==> config.mk <==
export PLATFORM = sky130hd
export DESIGN_NAME = length_prefixed_frame_deframer
export DESIGN_NICKNAME = d
export VERILOG_FILES = /design/src/rtl/core/lfd_pkg.sv /design/src/rtl/core/lfd_ram.sv /design/src/rtl/core/length_prefixed_frame_deframer.sv
export SDC_FILE = /design/constraint.sdc
export NUM_CORES = 1
export LEC_CHECK = 0
export BUFFER_PORTS_ARGS = -buffer_cell sky130_fd_sc_hd__buf_4
export CORE_UTILIZATION = 50
export DETAILED_ROUTE_END_ITERATION = 7
export PLACE_DENSITY = 0.64
export REMOVE_ABC_BUFFERS = 1
export SYNTH_ARGS = -nofsm -noshare
export SYNTH_HDL_FRONTEND = slang
export SYNTH_SLANG_ARGS = --single-unit
export TNS_END_PERCENT = 100
==> constraint.sdc <==
create_clock -name clk -period 4.55 [get_ports clk]
set_input_delay 0.91 -clock clk [delete_from_list [all_inputs] [get_ports clk]]
set_output_delay 0.91 -clock clk [all_outputs]
set_load 0.005 [all_outputs]
==> src/rtl/core/lfd_pkg.sv <==
// Package for the length-prefixed frame deframer.
// Parse phase type, register indexes and frame constants; no dependencies.
`default_nettype none

package lfd_pkg;

	// Parse phases of the deframer
	typedef enum logic [2:0] {
		PH_HUNT,
		PH_SEQ,
		PH_LEN,
		PH_BODY,
		PH_TAIL,
		PH_EMIT
	} phase_t;

	// Configuration register indexes
	localparam logic [1:0] REG_HEAD    = 2'd0;
	localparam logic [1:0] REG_TAIL    = 2'd1;
	localparam logic [1:0] REG_MAX_LEN = 2'd2;

	// Register reset values
	localparam logic [7:0] HEAD_RESET    = 8'd170;
	localparam logic [7:0] TAIL_RESET    = 8'd85;
	localparam logic [5:0] MAX_LEN_RESET = 6'd57;

	// Head, sequence, length, two CRC bytes and tail
	localparam int FRAME_OVERHEAD  = 6;
	// Largest frame ever emitted
	localparam int MAX_FRAME_BYTES = 64;
	// Byte count of a frame: 0 .. MAX_FRAME_BYTES
	localparam int FILL_W          = 7;

endpackage

`default_nettype wire

==> src/rtl/core/lfd_ram.sv <==
// Generic single-port-write, single-port-read RAM with registered read data.
// No dependencies; the read register only updates when a read is enabled.
`default_nettype none

module lfd_ram #(
	parameter int WIDTH = 8,
	parameter int DEPTH = 64
) (
	input  wire logic                     clk,
	input  wire logic                     wr_en,
	input  wire logic [$clog2(DEPTH)-1:0] wr_addr,
	input  wire logic [WIDTH-1:0]         wr_data,
	input  wire logic                     rd_en,
	input  wire logic [$clog2(DEPTH)-1:0] rd_addr,
	output logic      [WIDTH-1:0]         rd_data
);

	logic [WIDTH-1:0] mem_q [DEPTH];

	// Write port
	always_ff @(posedge clk) begin
		if (wr_en) begin
			mem_q[wr_addr] <= wr_data;
		end
	end

	// Registered read port, holds its value between reads
	always_ff @(posedge clk) begin
		if (rd_en) begin
			rd_data <= mem_q[rd_addr];
		end
	end

endmodule

`default_nettype wire

==> src/rtl/core/length_prefixed_frame_deframer.sv <==
// Length-prefixed frame deframer: top level.
// Depends on lfd_pkg and lfd_ram (frame store).
//
// Usage:
//  Input channel (in_valid / in_stall / rx_byte_in) takes one received byte
//  per transfer. The block hunts for head_byte, then takes sequence, length L,
//  L command/data bytes, two CRC bytes and the tail. L must be 1..max_data_len+1
//  and the frame must fit the store, otherwise the block hunts again.
//  Output channel (out_valid / out_stall / frame_byte, byte_index,
//  last_of_frame) delivers a good frame, head first, tail last, one byte per
//  transfer. A wrong tail discards the frame silently.
//  Throughput: one received byte per cycle while a frame arrives. After a good
//  tail the frame is read back out of the single-port-read store, one byte per
//  cycle while the receiver does not stall, and the input is stalled until the
//  last read has been issued. After the tail transfer the block enters the emit
//  phase, then reads the head byte into the store's read register, which is the
//  output register.
//  When the receiver stalls, the pending byte holds and readout pauses.
//  Reset: registers return to head 170, tail 85, max length 57; the block hunts.
//  The store is not cleared; only bytes of the current frame are read. The user
//  writes configuration (cfg_we/cfg_index/cfg_data) only while idle; unenforced.
`default_nettype none

module length_prefixed_frame_deframer #(
	parameter int FRAME_STORE_DEPTH = 64
) (
	input  wire logic       clk,
	input  wire logic       arst_n,
	// configuration
	input  wire logic       cfg_we,
	input  wire logic [1:0] cfg_index,
	input  wire logic [7:0] cfg_data,
	// received bytes
	input  wire logic       in_valid,
	output logic            in_stall,
	input  wire logic [7:0] rx_byte_in,
	// frame bytes
	output logic            out_valid,
	input  wire logic       out_stall,
	output logic [7:0]      frame_byte,
	output logic [5:0]      byte_index,
	output logic            last_of_frame
);

	import lfd_pkg::*;

	localparam int ADDR_W   = $clog2(FRAME_STORE_DEPTH);
	// Largest frame that both the store and the output index allow
	localparam int MAX_FILL = (FRAME_STORE_DEPTH < MAX_FRAME_BYTES) ?
		FRAME_STORE_DEPTH : MAX_FRAME_BYTES;
	localparam logic [8:0] MAX_FILL_W = 9'(MAX_FILL);

	// Configuration registers
	logic [7:0] head_q;
	logic [7:0] tail_q;
	logic [5:0] max_len_q;

	// Parser state
	phase_t            phase_q, phase_d;
	logic [FILL_W-1:0] fill_q, fill_d;
	logic [7:0]        len_q;
	logic [5:0]        emit_idx_q;

	// Output side
	logic       out_valid_q;
	logic [5:0] idx_q;
	logic       last_q;

	// Combinational control
	logic              in_xfer;
	logic              out_free;
	logic              rd_issue;
	logic              emit_last;
	logic              head_hit;
	logic              tail_hit;
	logic              len_ok;
	logic              body_done;
	logic              wr_en;
	logic [ADDR_W-1:0] wr_addr;
	logic [7:0]        rd_data;

	assign in_xfer  = in_valid && !in_stall;
	assign out_free = !out_valid_q || !out_stall;
	assign head_hit = rx_byte_in == head_q;
	assign tail_hit = rx_byte_in == tail_q;

	// Length check: non-zero, within max_data_len + 1, frame fits the store
	assign len_ok = (rx_byte_in != 8'd0)
		&& ({1'b0, rx_byte_in} <= ({3'b000, max_len_q} + 9'd1))
		&& (({1'b0, rx_byte_in} + 9'(FRAME_OVERHEAD)) <= MAX_FILL_W);

	// Body ends once the byte at L + 4 (second CRC byte) is written
	assign body_done = {2'b00, fill_q} >= ({1'b0, len_q} + 9'(FRAME_OVERHEAD - 2));

	// Readout: in the emit phase a read goes out whenever the output register is free
	assign rd_issue  = (phase_q == PH_EMIT) && out_free;
	assign emit_last = {1'b0, emit_idx_q} == (fill_q - 7'd1);

	// Configuration writes
	always_ff @(posedge clk or negedge arst_n) begin
		if (!arst_n) begin
			head_q    <= HEAD_RESET;
			tail_q    <= TAIL_RESET;
			max_len_q <= MAX_LEN_RESET;
		end else if (cfg_we) begin
			case (cfg_index)
				REG_HEAD:    head_q    <= cfg_data;
				REG_TAIL:    tail_q    <= cfg_data;
				REG_MAX_LEN: max_len_q <= cfg_data[5:0];
				default:     ;
			endcase
		end
	end

	// Next parse phase
	always_comb begin
		phase_d = phase_q;
		case (phase_q)
			PH_HUNT: if (in_xfer && head_hit) phase_d = PH_SEQ;
			PH_SEQ:  if (in_xfer) phase_d = PH_LEN;
			PH_LEN:  if (in_xfer) phase_d = len_ok ? PH_BODY : PH_HUNT;
			PH_BODY: if (in_xfer && body_done) phase_d = PH_TAIL;
			PH_TAIL: if (in_xfer) phase_d = tail_hit ? PH_EMIT : PH_HUNT;
			PH_EMIT: if (rd_issue && emit_last) phase_d = PH_HUNT;
			default: phase_d = PH_HUNT;
		endcase
	end

	// Store writes and fill count
	always_comb begin
		wr_en    = 1'b0;
		wr_addr  = ADDR_W'(fill_q);
		fill_d   = fill_q;
		in_stall = 1'b0;
		case (phase_q)
			PH_HUNT: begin
				wr_addr = '0;
				if (in_xfer && head_hit) begin
					wr_en  = 1'b1;
					fill_d = 7'd1;
				end
			end
			PH_SEQ, PH_BODY: begin
				if (in_xfer) begin
					wr_en  = 1'b1;
					fill_d = fill_q + 7'd1;
				end
			end
			PH_LEN: begin
				if (in_xfer) begin
					wr_en  = len_ok;
					fill_d = len_ok ? fill_q + 7'd1 : 7'd0;
				end
			end
			PH_TAIL: begin
				if (in_xfer) begin
					wr_en  = tail_hit;
					fill_d = tail_hit ? fill_q + 7'd1 : 7'd0;
				end
			end
			PH_EMIT: begin
				in_stall = 1'b1;
			end
			default: ;
		endcase
	end

	// Parser registers
	always_ff @(posedge clk or negedge arst_n) begin
		if (!arst_n) begin
			phase_q    <= PH_HUNT;
			fill_q     <= '0;
			len_q      <= '0;
			emit_idx_q <= '0;
		end else begin
			phase_q <= phase_d;
			fill_q  <= fill_d;
			if (phase_q == PH_LEN && in_xfer && len_ok) begin
				len_q <= rx_byte_in;
			end
			if (phase_q == PH_TAIL) begin
				emit_idx_q <= '0;
			end else if (rd_issue) begin
				emit_idx_q <= emit_idx_q + 6'd1;
			end
		end
	end

	// Output register control; the data byte sits in the store's read register
	always_ff @(posedge clk or negedge arst_n) begin
		if (!arst_n) begin
			out_valid_q <= 1'b0;
		end else if (rd_issue) begin
			out_valid_q <= 1'b1;
		end else if (!out_stall) begin
			out_valid_q <= 1'b0;
		end
	end

	always_ff @(posedge clk) begin
		if (rd_issue) begin
			idx_q  <= emit_idx_q;
			last_q <= emit_last;
		end
	end

	// Frame store
	lfd_ram #(
		.WIDTH (8),
		.DEPTH (FRAME_STORE_DEPTH)
	) u_store (
		.clk     (clk),
		.wr_en   (wr_en),
		.wr_addr (wr_addr),
		.wr_data (rx_byte_in),
		.rd_en   (rd_issue),
		.rd_addr (ADDR_W'(emit_idx_q)),
		.rd_data (rd_data)
	);

	assign out_valid     = out_valid_q;
	assign frame_byte    = rd_data;
	assign byte_index    = idx_q;
	assign last_of_frame = last_q;

	// Readout only starts after a good tail transfer
	a_emit_after_tail: assert property (@(posedge clk) disable iff (!arst_n)
		$rose(in_stall) |-> $past(phase_q == PH_TAIL && in_xfer && tail_hit))
		else $error("readout started without a matching tail");

	// A frame is streamed without gaps once a byte is taken
	a_no_gap: assert property (@(posedge clk) disable iff (!arst_n)
		out_valid && !out_stall && !last_of_frame |=> out_valid)
		else $error("gap inside an emitted frame");

	// Byte index counts up by one inside a frame
	a_index_step: assert property (@(posedge clk) disable iff (!arst_n)
		out_valid && !out_stall && !last_of_frame |=> byte_index == $past(byte_index) + 6'd1)
		else $error("byte index did not advance by one");

	// Fill count never exceeds the largest frame
	a_fill_bound: assert property (@(posedge clk) disable iff (!arst_n)
		{2'b00, fill_q} <= MAX_FILL_W)
		else $error("fill count beyond frame limit");

endmodule

`default_nettype wire
After elaboration in Yosys (flattened, before gate mapping)
Memories as Yosys holds them, arrays and structs flattened. A register that Yosys moved wholly into a read port is not among the register bits.
Index checks and enable logic that the tools add are counted.
{ "word_totals": {"regBits": 54, "mem_bits_rw": 512, "inputBits": 23, "output_inout_bits": 17, "word_cells": 91, "n_memories": 1} }
{ "memory_table": {"columns": ["memory", "depth", "word_bits", "rd", "rd_clocked_by_memory_dff", "wr", "line", "rtl"], "rows": [
  ["u_store.mem_q", 64, 8, 1, 1, 1, "lfd_ram.sv:18", "logic [WIDTH-1:0] mem_q [DEPTH];"]
]} }
{ "op_classes": {"addsub": 6, "order_cmp": 3, "n_eq_ne": 18, "n_mux": 29, "reduce_logical": 24} }
{ "ops": {"columns": ["op", "n"], "rows": [
  ["7-bit two-way mux", 6],
  ["7-bit one-hot mux with 4 select lines", 1],
  ["3-bit two-way mux", 7],
  ["8-bit by 3-bit adder with 9-bit output (second input constant)", 2],
  ["6-bit two-way mux", 3],
  ["3-bit one-hot mux with 6 select lines", 1],
  ["8-bit equality test", 2],
  ["2-bit != test (second input constant)", 6],
  ["7-bit by 9-bit >= comparator with 1-bit output", 1],
  ["9-bit by 7-bit less-or-equal comparator with 1-bit output (second input constant)", 1],
  ["1-bit logical AND", 9],
  ["1-bit two-way mux", 9],
  ["8-bit by 7-bit less-or-equal comparator with 1-bit output", 1],
  ["8-bit nonzero test", 1],
  ["6-bit by 1-bit adder with 7-bit output (second input constant)", 1],
  ["7-bit by 1-bit adder with 7-bit output (second input constant)", 1],
  ["6-bit by 7-bit equality test with 1-bit output", 1],
  ["7-bit by 1-bit subtractor with 7-bit output (second input constant)", 1],
  ["6-bit by 1-bit adder with 6-bit output (second input constant)", 1],
  ["3-bit by 2-bit equality test with 1-bit output (second input constant)", 2],
  ["3-bit equality test (second input constant)", 2],
  ["2-bit AND reduction", 3],
  ["6-bit AND reduction", 1],
  ["5-bit AND reduction", 1],
  ["13 further kinds", 16]
]} }

Depth between registers and ports, before layout
Gate-level depths: netlist (run 1).
{ "logic_depth": {"depth_word": 9, "mapped_depth": 11, "mapped_depth_nobuf": 10} }

By module
Synthesis (run 1) repeated with hierarchy kept, for this count alone.
{ "unflattened": {"hier_cells": 1260, "area_unflattened_um2": 23566.4} }
{ "by_module_without_submodules": {"columns": ["mod", "n_inst", "cells_each", "area_per_inst_um2", "seq_area_each_um2"], "rows": [
  ["lfd_ram", 1, 940, 20246.9, 15615.0],
  ["length_prefixed_frame_deframer", 1, 320, 3319.4, 1401.3]
]} }

Worst setup path before layout (run 1)
Ideal clock, no wire load.
{ "synth_timing": {"path_kind": "input-to-reg", "from": "input port rx_byte_in[1]", "to": "memory u_store.mem_q[39][0] (enable)", "setup_time_ns": 0.398, "arrival_time_ns": 3.502, "required_ns": 4.152, "path_slack_ns": 0.650, "cell_stages": 10, "n_path_buf": 2, "path_cell_list": "clkbuf_1 -> inv_1 -> ha_1 -> and3b_1 -> and3_1 -> o211ai_1 -> a21oi_2 -> a21oi_4 -> buf_6 -> nor4b_1"} }
{ "synth_between": {"elab_chain_cells": 7, "elab_cells_between_ends": 15, "classes_between": "add/sub (1); order compare (2); eq/ne (2); mux (6); reduce/logical (4)"} }
{ "synth_rtl": {"columns": ["item", "line", "rtl"], "rows": [
  ["start: declaration", "length_prefixed_frame_deframer.sv:36", "input wire logic [7:0] rx_byte_in,"],
  ["8-bit by 3-bit adder with 9-bit output, or another cell as far along", "length_prefixed_frame_deframer.sv:90", "&& (({1'b0, rx_byte_in} + 9'(FRAME_OVERHEAD)) <= MAX_FILL_W);"],
  ["9-bit by 7-bit less-or-equal comparator with 1-bit output or 1-bit logical AND (tied branches)", "length_prefixed_frame_deframer.sv:90, length_prefixed_frame_deframer.sv:89", null],
  ["1-bit logical AND", "length_prefixed_frame_deframer.sv:90", null],
  ["1-bit two-way mux", "length_prefixed_frame_deframer.sv:150", "if (in_xfer) begin"],
  ["1-bit one-hot mux with 4 select lines *", "length_prefixed_frame_deframer.sv:135", "case (phase_q)"],
  ["1-bit two-way mux *", "lfd_ram.sv:22", "if (wr_en) begin"],
  ["1-bit two-way mux (not written as such) *", "lfd_ram.sv:23", "mem_q[wr_addr] <= wr_data;"],
  ["end: declaration", "lfd_ram.sv:18", null]
]} }
Mark *: on every way between the ends. The rest lies on a longest branch, timed or not.

Worst setup path in the final report (run 1)
{ "layout_timing": {"from": "register max_len_q[0]", "to": "memory u_store.mem_q[8][6] (enable)"} }
{ "layout_between": {"elab_chain_cells": 8} }
{ "layout_rtl": {"columns": ["item", "line", "rtl"], "rows": [
  ["start: declaration", "length_prefixed_frame_deframer.sv:56", "logic [5:0] max_len_q;"],
  ["start signal: assignment", "length_prefixed_frame_deframer.sv:109", "REG_MAX_LEN: max_len_q <= cfg_data[5:0];"],
  ["6-bit by 1-bit adder with 7-bit output", "length_prefixed_frame_deframer.sv:89", "&& ({1'b0, rx_byte_in} <= ({3'b000, max_len_q} + 9'd1))"],
  ["8-bit by 7-bit less-or-equal comparator with 1-bit output", "length_prefixed_frame_deframer.sv:89", null],
  ["1-bit logical AND", "length_prefixed_frame_deframer.sv:89", null],
  ["1-bit logical AND", "length_prefixed_frame_deframer.sv:90", null],
  ["1-bit two-way mux", "length_prefixed_frame_deframer.sv:150", null],
  ["1-bit one-hot mux with 4 select lines", "length_prefixed_frame_deframer.sv:135", null],
  ["1-bit two-way mux", "lfd_ram.sv:22", null],
  ["1-bit two-way mux (not written as such)", "lfd_ram.sv:23", null]
]} }
No other way between the ends.

==> results.yml, run 1 <==
placement:
  gp_congestion: 0.8240
  pre_cts_ws_ns: 0.4112
  place_inst: 1860
  portBuffers: 39
  hpwl_mm: 36.80
clock_tree:
  clk_pin_slew_ns: 0.06
  cts_max_level: 2
  clk_latency_ns: 0.62
  clockBufferDepth: 3
  cts.sinks: 574
  ctsResizeCount: 0
  cts_setup_buffers: 0
  cts_tree: "done"
  root_buffer: "clkbuf_16"
  cts-buffers-inserted: 58
  ctsHoldBuffers: 0
synthesis:
  ys_ff_latch: 574
  async_flop_share: 0.08188
  ys.flop_type: "edfxtp_1"
  synth.distinct_cells: 59
  synth_edf_count: 527
  syn_avg_cell_area_um2: 19.36
  syn_inst: 1231
  syn_area_um2: 23830
  yosysWarnings: 0
  ys_seq_area_frac: 0.7140
layout:
  fin_nets: 1356
  drive_gt1_frac: 0.3132
  area_growth_pct: 13.60
  utilization: 0.5791
  final_cell_mix: "edfxtp_1 (527), mux4_2 (156), buf_4 (93), clkbuf_16 (59), nand2_1 (54)"
  antenna_cells: 0
  finalNonFillerCells: 1967
  layout_commonest_cell: "edfxtp_1"
detailed_routing:
  drcViolationCount: 3
  ant_nets: 0
  routed_wl_mm: 57.30
  drt_first_pass_iters: 7
  drtIter0Drc: 1302
  wl_per_cell_um: 29.13
  vias: 12453
  drt-vias-per-instance: 6.331
sta:
  fin_crit_sh: 0.8478
  worst_slack_ns: 0.6927
  rsz0062_at_grt: "no"
  worst_pin_slew_ns: 1.332
  finalSetupTns_ns: 0
  fmax_ghz: 0.2592
  slew_violations: 0
  setup_viol: 0
  fin_crit_ns: 3.857
  slew_headroom: 0.1054
  final.setup_skew_ns: 0.02189
  hold_viol_final: 0
status:
  violations: "DRC"
  run_status: "complete, but fails checks"
worst_setup_path:
  endpoint_kind: "flip-flop"
  worstPathArrival_ns: 4.08
  cp.required_ns: 4.78
  cp_max_fo: 18
  start_kind: "flip-flop"
  worstSetupPathType: "flip-flop to flip-flop"
grt:
  grt_overflow_total: 0
  grt_max_degree: 73
  antenna_found_initial: 1
  grt_pass1_wl_mm: 85.68
  track_usage: 0.2471
  grt_pass1_vias: 12526
die:
  fp.dieW_um: 220.3
  floorplan.initialDensity: 0.5097
  die-area_um2: 48540
  dieHeight_um: 220.3
  ioPinCount: 40
  rows: 79
  coreArea_um2: 46750
worst_hold_path:
  hp-class: "input port to asynchronous set/reset pin"
power:
  pwr-share-clk: 0.337
  ir_drop_mv: 0.2959
  p_leak_uw: 0.008600
  p_comb_frac: 0.229
  p_sw_uw: 4002
  total_power_uw: 14300
  power.internal_uw: 10300
  seqPwrFrac: 0.434
  swShare: 0.2798
  power.density_nw_per_um2: 528.3
job:
  maxCapViolCount: 0
## synthesized netlist by cell type, types with 3 or more instances
library cell	n	area [um^2]
inv_1	12	45.04
a22oi_1	12	90.09
xnor2_1	17	148.9
ha_1	20	250.2
or3_1	3	18.77
nor3_1	49	245.2
dfstp_2	12	315.3
edfxtp_1	527	15830
nand3_1	28	140.1
a21oi_1	10	50.05
and2_1	8	50.05
buf_6	7	78.83
buf_1	14	52.55
xor2_1	23	201.4
nand2b_1	4	25.02
nor2_1	22	82.58
dfrtp_1	35	875.8
nand3b_1	4	30.03
mux2_2	32	360.4
nor2b_1	13	81.33
nand4_1	5	31.28
mux2i_1	8	80.08
and3_1	6	37.54
o21ai_0	18	90.09
clkbuf_1	35	131.4
nor4b_2	6	90.09
nor4b_1	10	87.58
a211oi_1	7	52.55
mux4_2	156	3513
nand2_1	54	202.7
nor4_1	18	112.6
buf_2	18	90.09
buf_4	3	22.52
## per-layer routing
layer,wire length (um),global-route usage,vias to the layer above,part of all wire
li1,-,-,5213,-
met1,25010,0.3730,6628,0.44
met2,26750,0.3749,541,0.47
met3,4213,0.04357,71,0.074
met4,1321,0.06414,0,0.023
met5,0,0,-,0
## path summary, 6_finish.rpt
kind                         startpoint                   to  slack (ns)  cells after the start
max in group asynchronous        arst_n        emit_idx_q[0]        3.76                      1
hold reg to reg                len_q[0]             len_q[0]        0.51                      1
hold / removal                   arst_n            out_valid        0.29                      1
min in group clk               len_q[0]             len_q[0]        0.51                      1
setup reg to reg           max_len_q[0]  u_store.mem_q[8][6]        0.69                     11
setup / recovery           max_len_q[0]  u_store.mem_q[8][6]        0.69                     11
## per-stage QoR
stage | area [um^2] | hold slack [ns]
finish | 27070 | 0.2886
global route | 27070 | 0.3274
CTS | 27070 | 0.2999
detailed placement | 25150 | 0.5002
global placement | 25150 | 0.4961
floorplan | 23460 | 0.4772
## state kept, by name (all words and copies together) (netlist names)
name	cells
out_valid	1
u_store.rd_data	8
last_of_frame	1
phase_q	3
emit_idx_q	6
head_q	8
max_len_q	6
tail_q	8
byte_index	6
len_q	8
fill_q	7
u_store.mem_q	512
## power groups by stage
stage	clock, uW	sequential [uW]	combinational [uW]
5_1_grt	5080	6240	3470
2_1_floorplan	0	6510	2130
4_1_cts	4890	6210	3310
3_3_place_gp	0	6320	3280
3_5_place_dp	0	6320	3290
6_report	4820	6210	3270
## area by class of cell
class                           instances  area [um^2]
Timing Repair Buffer                   99        818.3
Clock inverter                         39        412.9
Fill cell                            3461        19680
Multi-Input combinational cell        568         6501
Tap cell                              607        759.5
Inverter                               12        45.04
Clock buffer                           68         1510
Sequential cell                       574        17030
## critical path: stages, from the launching register on
cell and delay, ns:
dfstp_2 0.56, and3_1 0.15, nand3_1 0.08, xor2_1 0.15
ha_1 0.29, a21o_1 0.16, a211oi_1 0.29, a21oi_1 0.14
a21oi_2 0.24, a21oi_4 0.18, buf_4 0.28, nor3_1 0.94
## cell families (layout without fill, tap and decap cells)
group / after synthesis / in the layout / share of synthesized area
simple gates: 242 / 242 / 0.05697
xor+xnor: 40 / 40 / 0.01470
compound gates: 69 / 69 / 0.01985
flops: 574 / 574 / 0.7140
mux: 196 / 196 / 0.1659
buf+inv: 89 / 218 / 0.01764
fa+ha+maj: 21 / 21 / 0.01092
(Power assumes the default switching activity.)
==> inputs of run 2 (changes only) <==
--- a/config.mk
+++ b/config.mk
@@ -8,7 +8,7 @@
 export BUFFER_PORTS_ARGS = -buffer_cell sky130_fd_sc_hd__buf_4
 export CORE_UTILIZATION = 50
 export DETAILED_ROUTE_END_ITERATION = 7
-export PLACE_DENSITY = 0.64
+export PLACE_DENSITY = 0.66
 export REMOVE_ABC_BUFFERS = 1
 export SYNTH_ARGS = -nofsm -noshare
 export SYNTH_HDL_FRONTEND = slang
==> constraint.sdc (replaced) <==
create_clock -name clk -period 3.5 [get_ports clk]
set_input_delay 0.7 -clock clk [delete_from_list [all_inputs] [get_ports clk]]
set_output_delay 0.7 -clock clk [all_outputs]
set_load 0.005 [all_outputs]
==> results.yml, run 2 (synthesis results as in run 1) <==
status:
  run_status: "complete, but fails checks"
  violations: "DRC"
detailed_routing:
  vias: 12343
  wl_met2_mm: 26.38
  drt_first_pass_iters: 8
  wl_met3_mm: 3.997
  drtIter0Drc: 1305
  drt-vias-per-instance: 6.086
  drcViolationCount: 4
  ant_nets: 0
  routed_wl_mm: 54.68
  wl_per_cell_um: 26.96
  wl_met1_mm: 23.00
  highest_layer: "met4"
placement:
  pre_cts_ws_ns: 0.2229
  placedInstanceArea_um2: 25640
  portBuffers: 39
  place_inst: 1924
  hpwl_mm: 35.39
  gp_congestion: 0.8144
layout:
  layout.area.seq_um2: 17030
  utilization: 0.5858
  drive_gt1_frac: 0.3387
  final_cell_area_um2: 27390
  nFillCells: 3373
  largest_reg_flops: 512
  layout_commonest_cell: "edfxtp_1"
  multi_input_area_um2: 6499
  final_cell_mix: "edfxtp_1 (527), mux4_2 (156), buf_4 (155), clkbuf_16 (57), nand2_1 (54)"
  finalNonFillerCells: 2028
  fin_nets: 1419
  largest-register: "u_store.mem_q"
  area_growth_pct: 14.92
sta:
  slew_violations: 0
  slew_headroom: 0.4025
  fin_crit_sh: 0.9290
  hold_viol_final: 0
  rsz0062_at_grt: "no"
  final.setup_skew_ns: 0.02508
  worst_pin_slew_ns: 0.8894
  worst_slack_ns: 0.2485
  fmax_ghz: 0.3076
  setup_viol: 0
  fin_crit_ns: 3.251
grt:
  grt_max_degree: 66
  track_usage: 0.2343
  grt_pass1_wl_mm: 81.52
  grt_pass1_vias: 12553
  grt_overflow_total: 0
  antenna_found_initial: 1
clock_tree:
  cts_max_level: 2
  clk_latency_ns: 0.61
  cts_setup_buffers: 0
  root_buffer: "clkbuf_16"
  cts-buffers-inserted: 57
  cts.sinks: 574
  cts_tree: "done"
  clk_pin_slew_ns: 0.06
  clockBufferDepth: 3
worst_setup_path:
  endpoint_kind: "flip-flop"
  worstPathArrival_ns: 3.56
  r2r_slack_ns: 0.25
  cp_max_fo: 24
  reg2reg_from: "max_len_q[4]"
  start_kind: "flip-flop"
  rr_worst_depth: 12
  reg2reg_to: "u_store.mem_q[45][6]"
  cp.required_ns: 3.81
  worstSetupPathType: "flip-flop to flip-flop"
die:
  dieHeight_um: 220.3
  ioPinCount: 40
  floorplan.initialDensity: 0.5097
  rows: 79
  die-area_um2: 48540
  fp.dieW_um: 220.3
  coreArea_um2: 46750
power:
  ir_drop_mv: 0.4375
  p_leak_uw: 0.008861
  power.density_nw_per_um2: 661.7
job:
  maxCapViolCount: 0
worst_hold_path:
  hp-class: "input port to asynchronous set/reset pin"
run 2: how the worst max path moves through the flow:
stage             startpoint                   end  depth (start not counted)
6_report        max_len_q[4]  u_store.mem_q[45][6]                         12
5_1_grt         max_len_q[0]  u_store.mem_q[45][5]                         12
4_1_cts         max_len_q[4]  u_store.mem_q[36][7]                         12
3_5_place_dp    max_len_q[4]  u_store.mem_q[36][7]                         12
3_3_place_gp    max_len_q[4]  u_store.mem_q[45][2]                         12
2_1_floorplan  emit_idx_q[0]    u_store.rd_data[1]                          6
run 2: worst max-delay path, stage by stage (launching register included):
cell	delay (ns)
dfstp_2	0.56
and3_1	0.16
nand3_1	0.09
xor2_1	0.15
ha_1	0.29
a21o_1	0.16
a211oi_1	0.27
nand3_1	0.13
a21oi_2	0.23
a21oi_4	0.13
buf_12	0.19
nor4_1	0.38
buf_4	0.21
run 2: repair_timing:
| action | 4_1_cts | 5_1_grt |
|---|---|---|
| hold buffers | 0 | 0 |
| endpoints found under the hold margin | 0 | 0 |
| endpoints found under the setup margin | 0 | 11 |
| resized for setup | 0 | 2 |
run 2: layout make-up:
type                       instances  area share
sequential                       574      0.6217
multi-input combinational        568      0.2373
clock buffer                      78     0.05569
timing repair buffer             163     0.04834
tap                              607     0.02773
clock inverter                    25    0.007493
inverter                          12    0.001645
antenna                            1  0.00009137
run 2: through the flow:
step,total power (uW),setup TNS [ns],hold WS (ns)
after floorplan,11100,-107.74,0.4044
after global placement,12490,0,0.4962
after detailed placement,12550,0,0.5051
after CTS,18250,0,0.1086
after global routing,18780,0,0.1459
final,18120,0,0.1078
run 2: routing by layer:
metal,global-route usage,vias up
met5,0,-
met4,0.07655,0
met3,0.04206,79
met2,0.3676,465
met1,0.3351,6464
li1,-,5335
run 2: power by group:
part / total [uW] / internal [uW] / switching (uW)
Sequential: 7980 / 7730 / 250
Clock: 5740 / 3260 / 2480
Combinational: 4400 / 2110 / 2290
Total: 18100 / 13100 / 5020
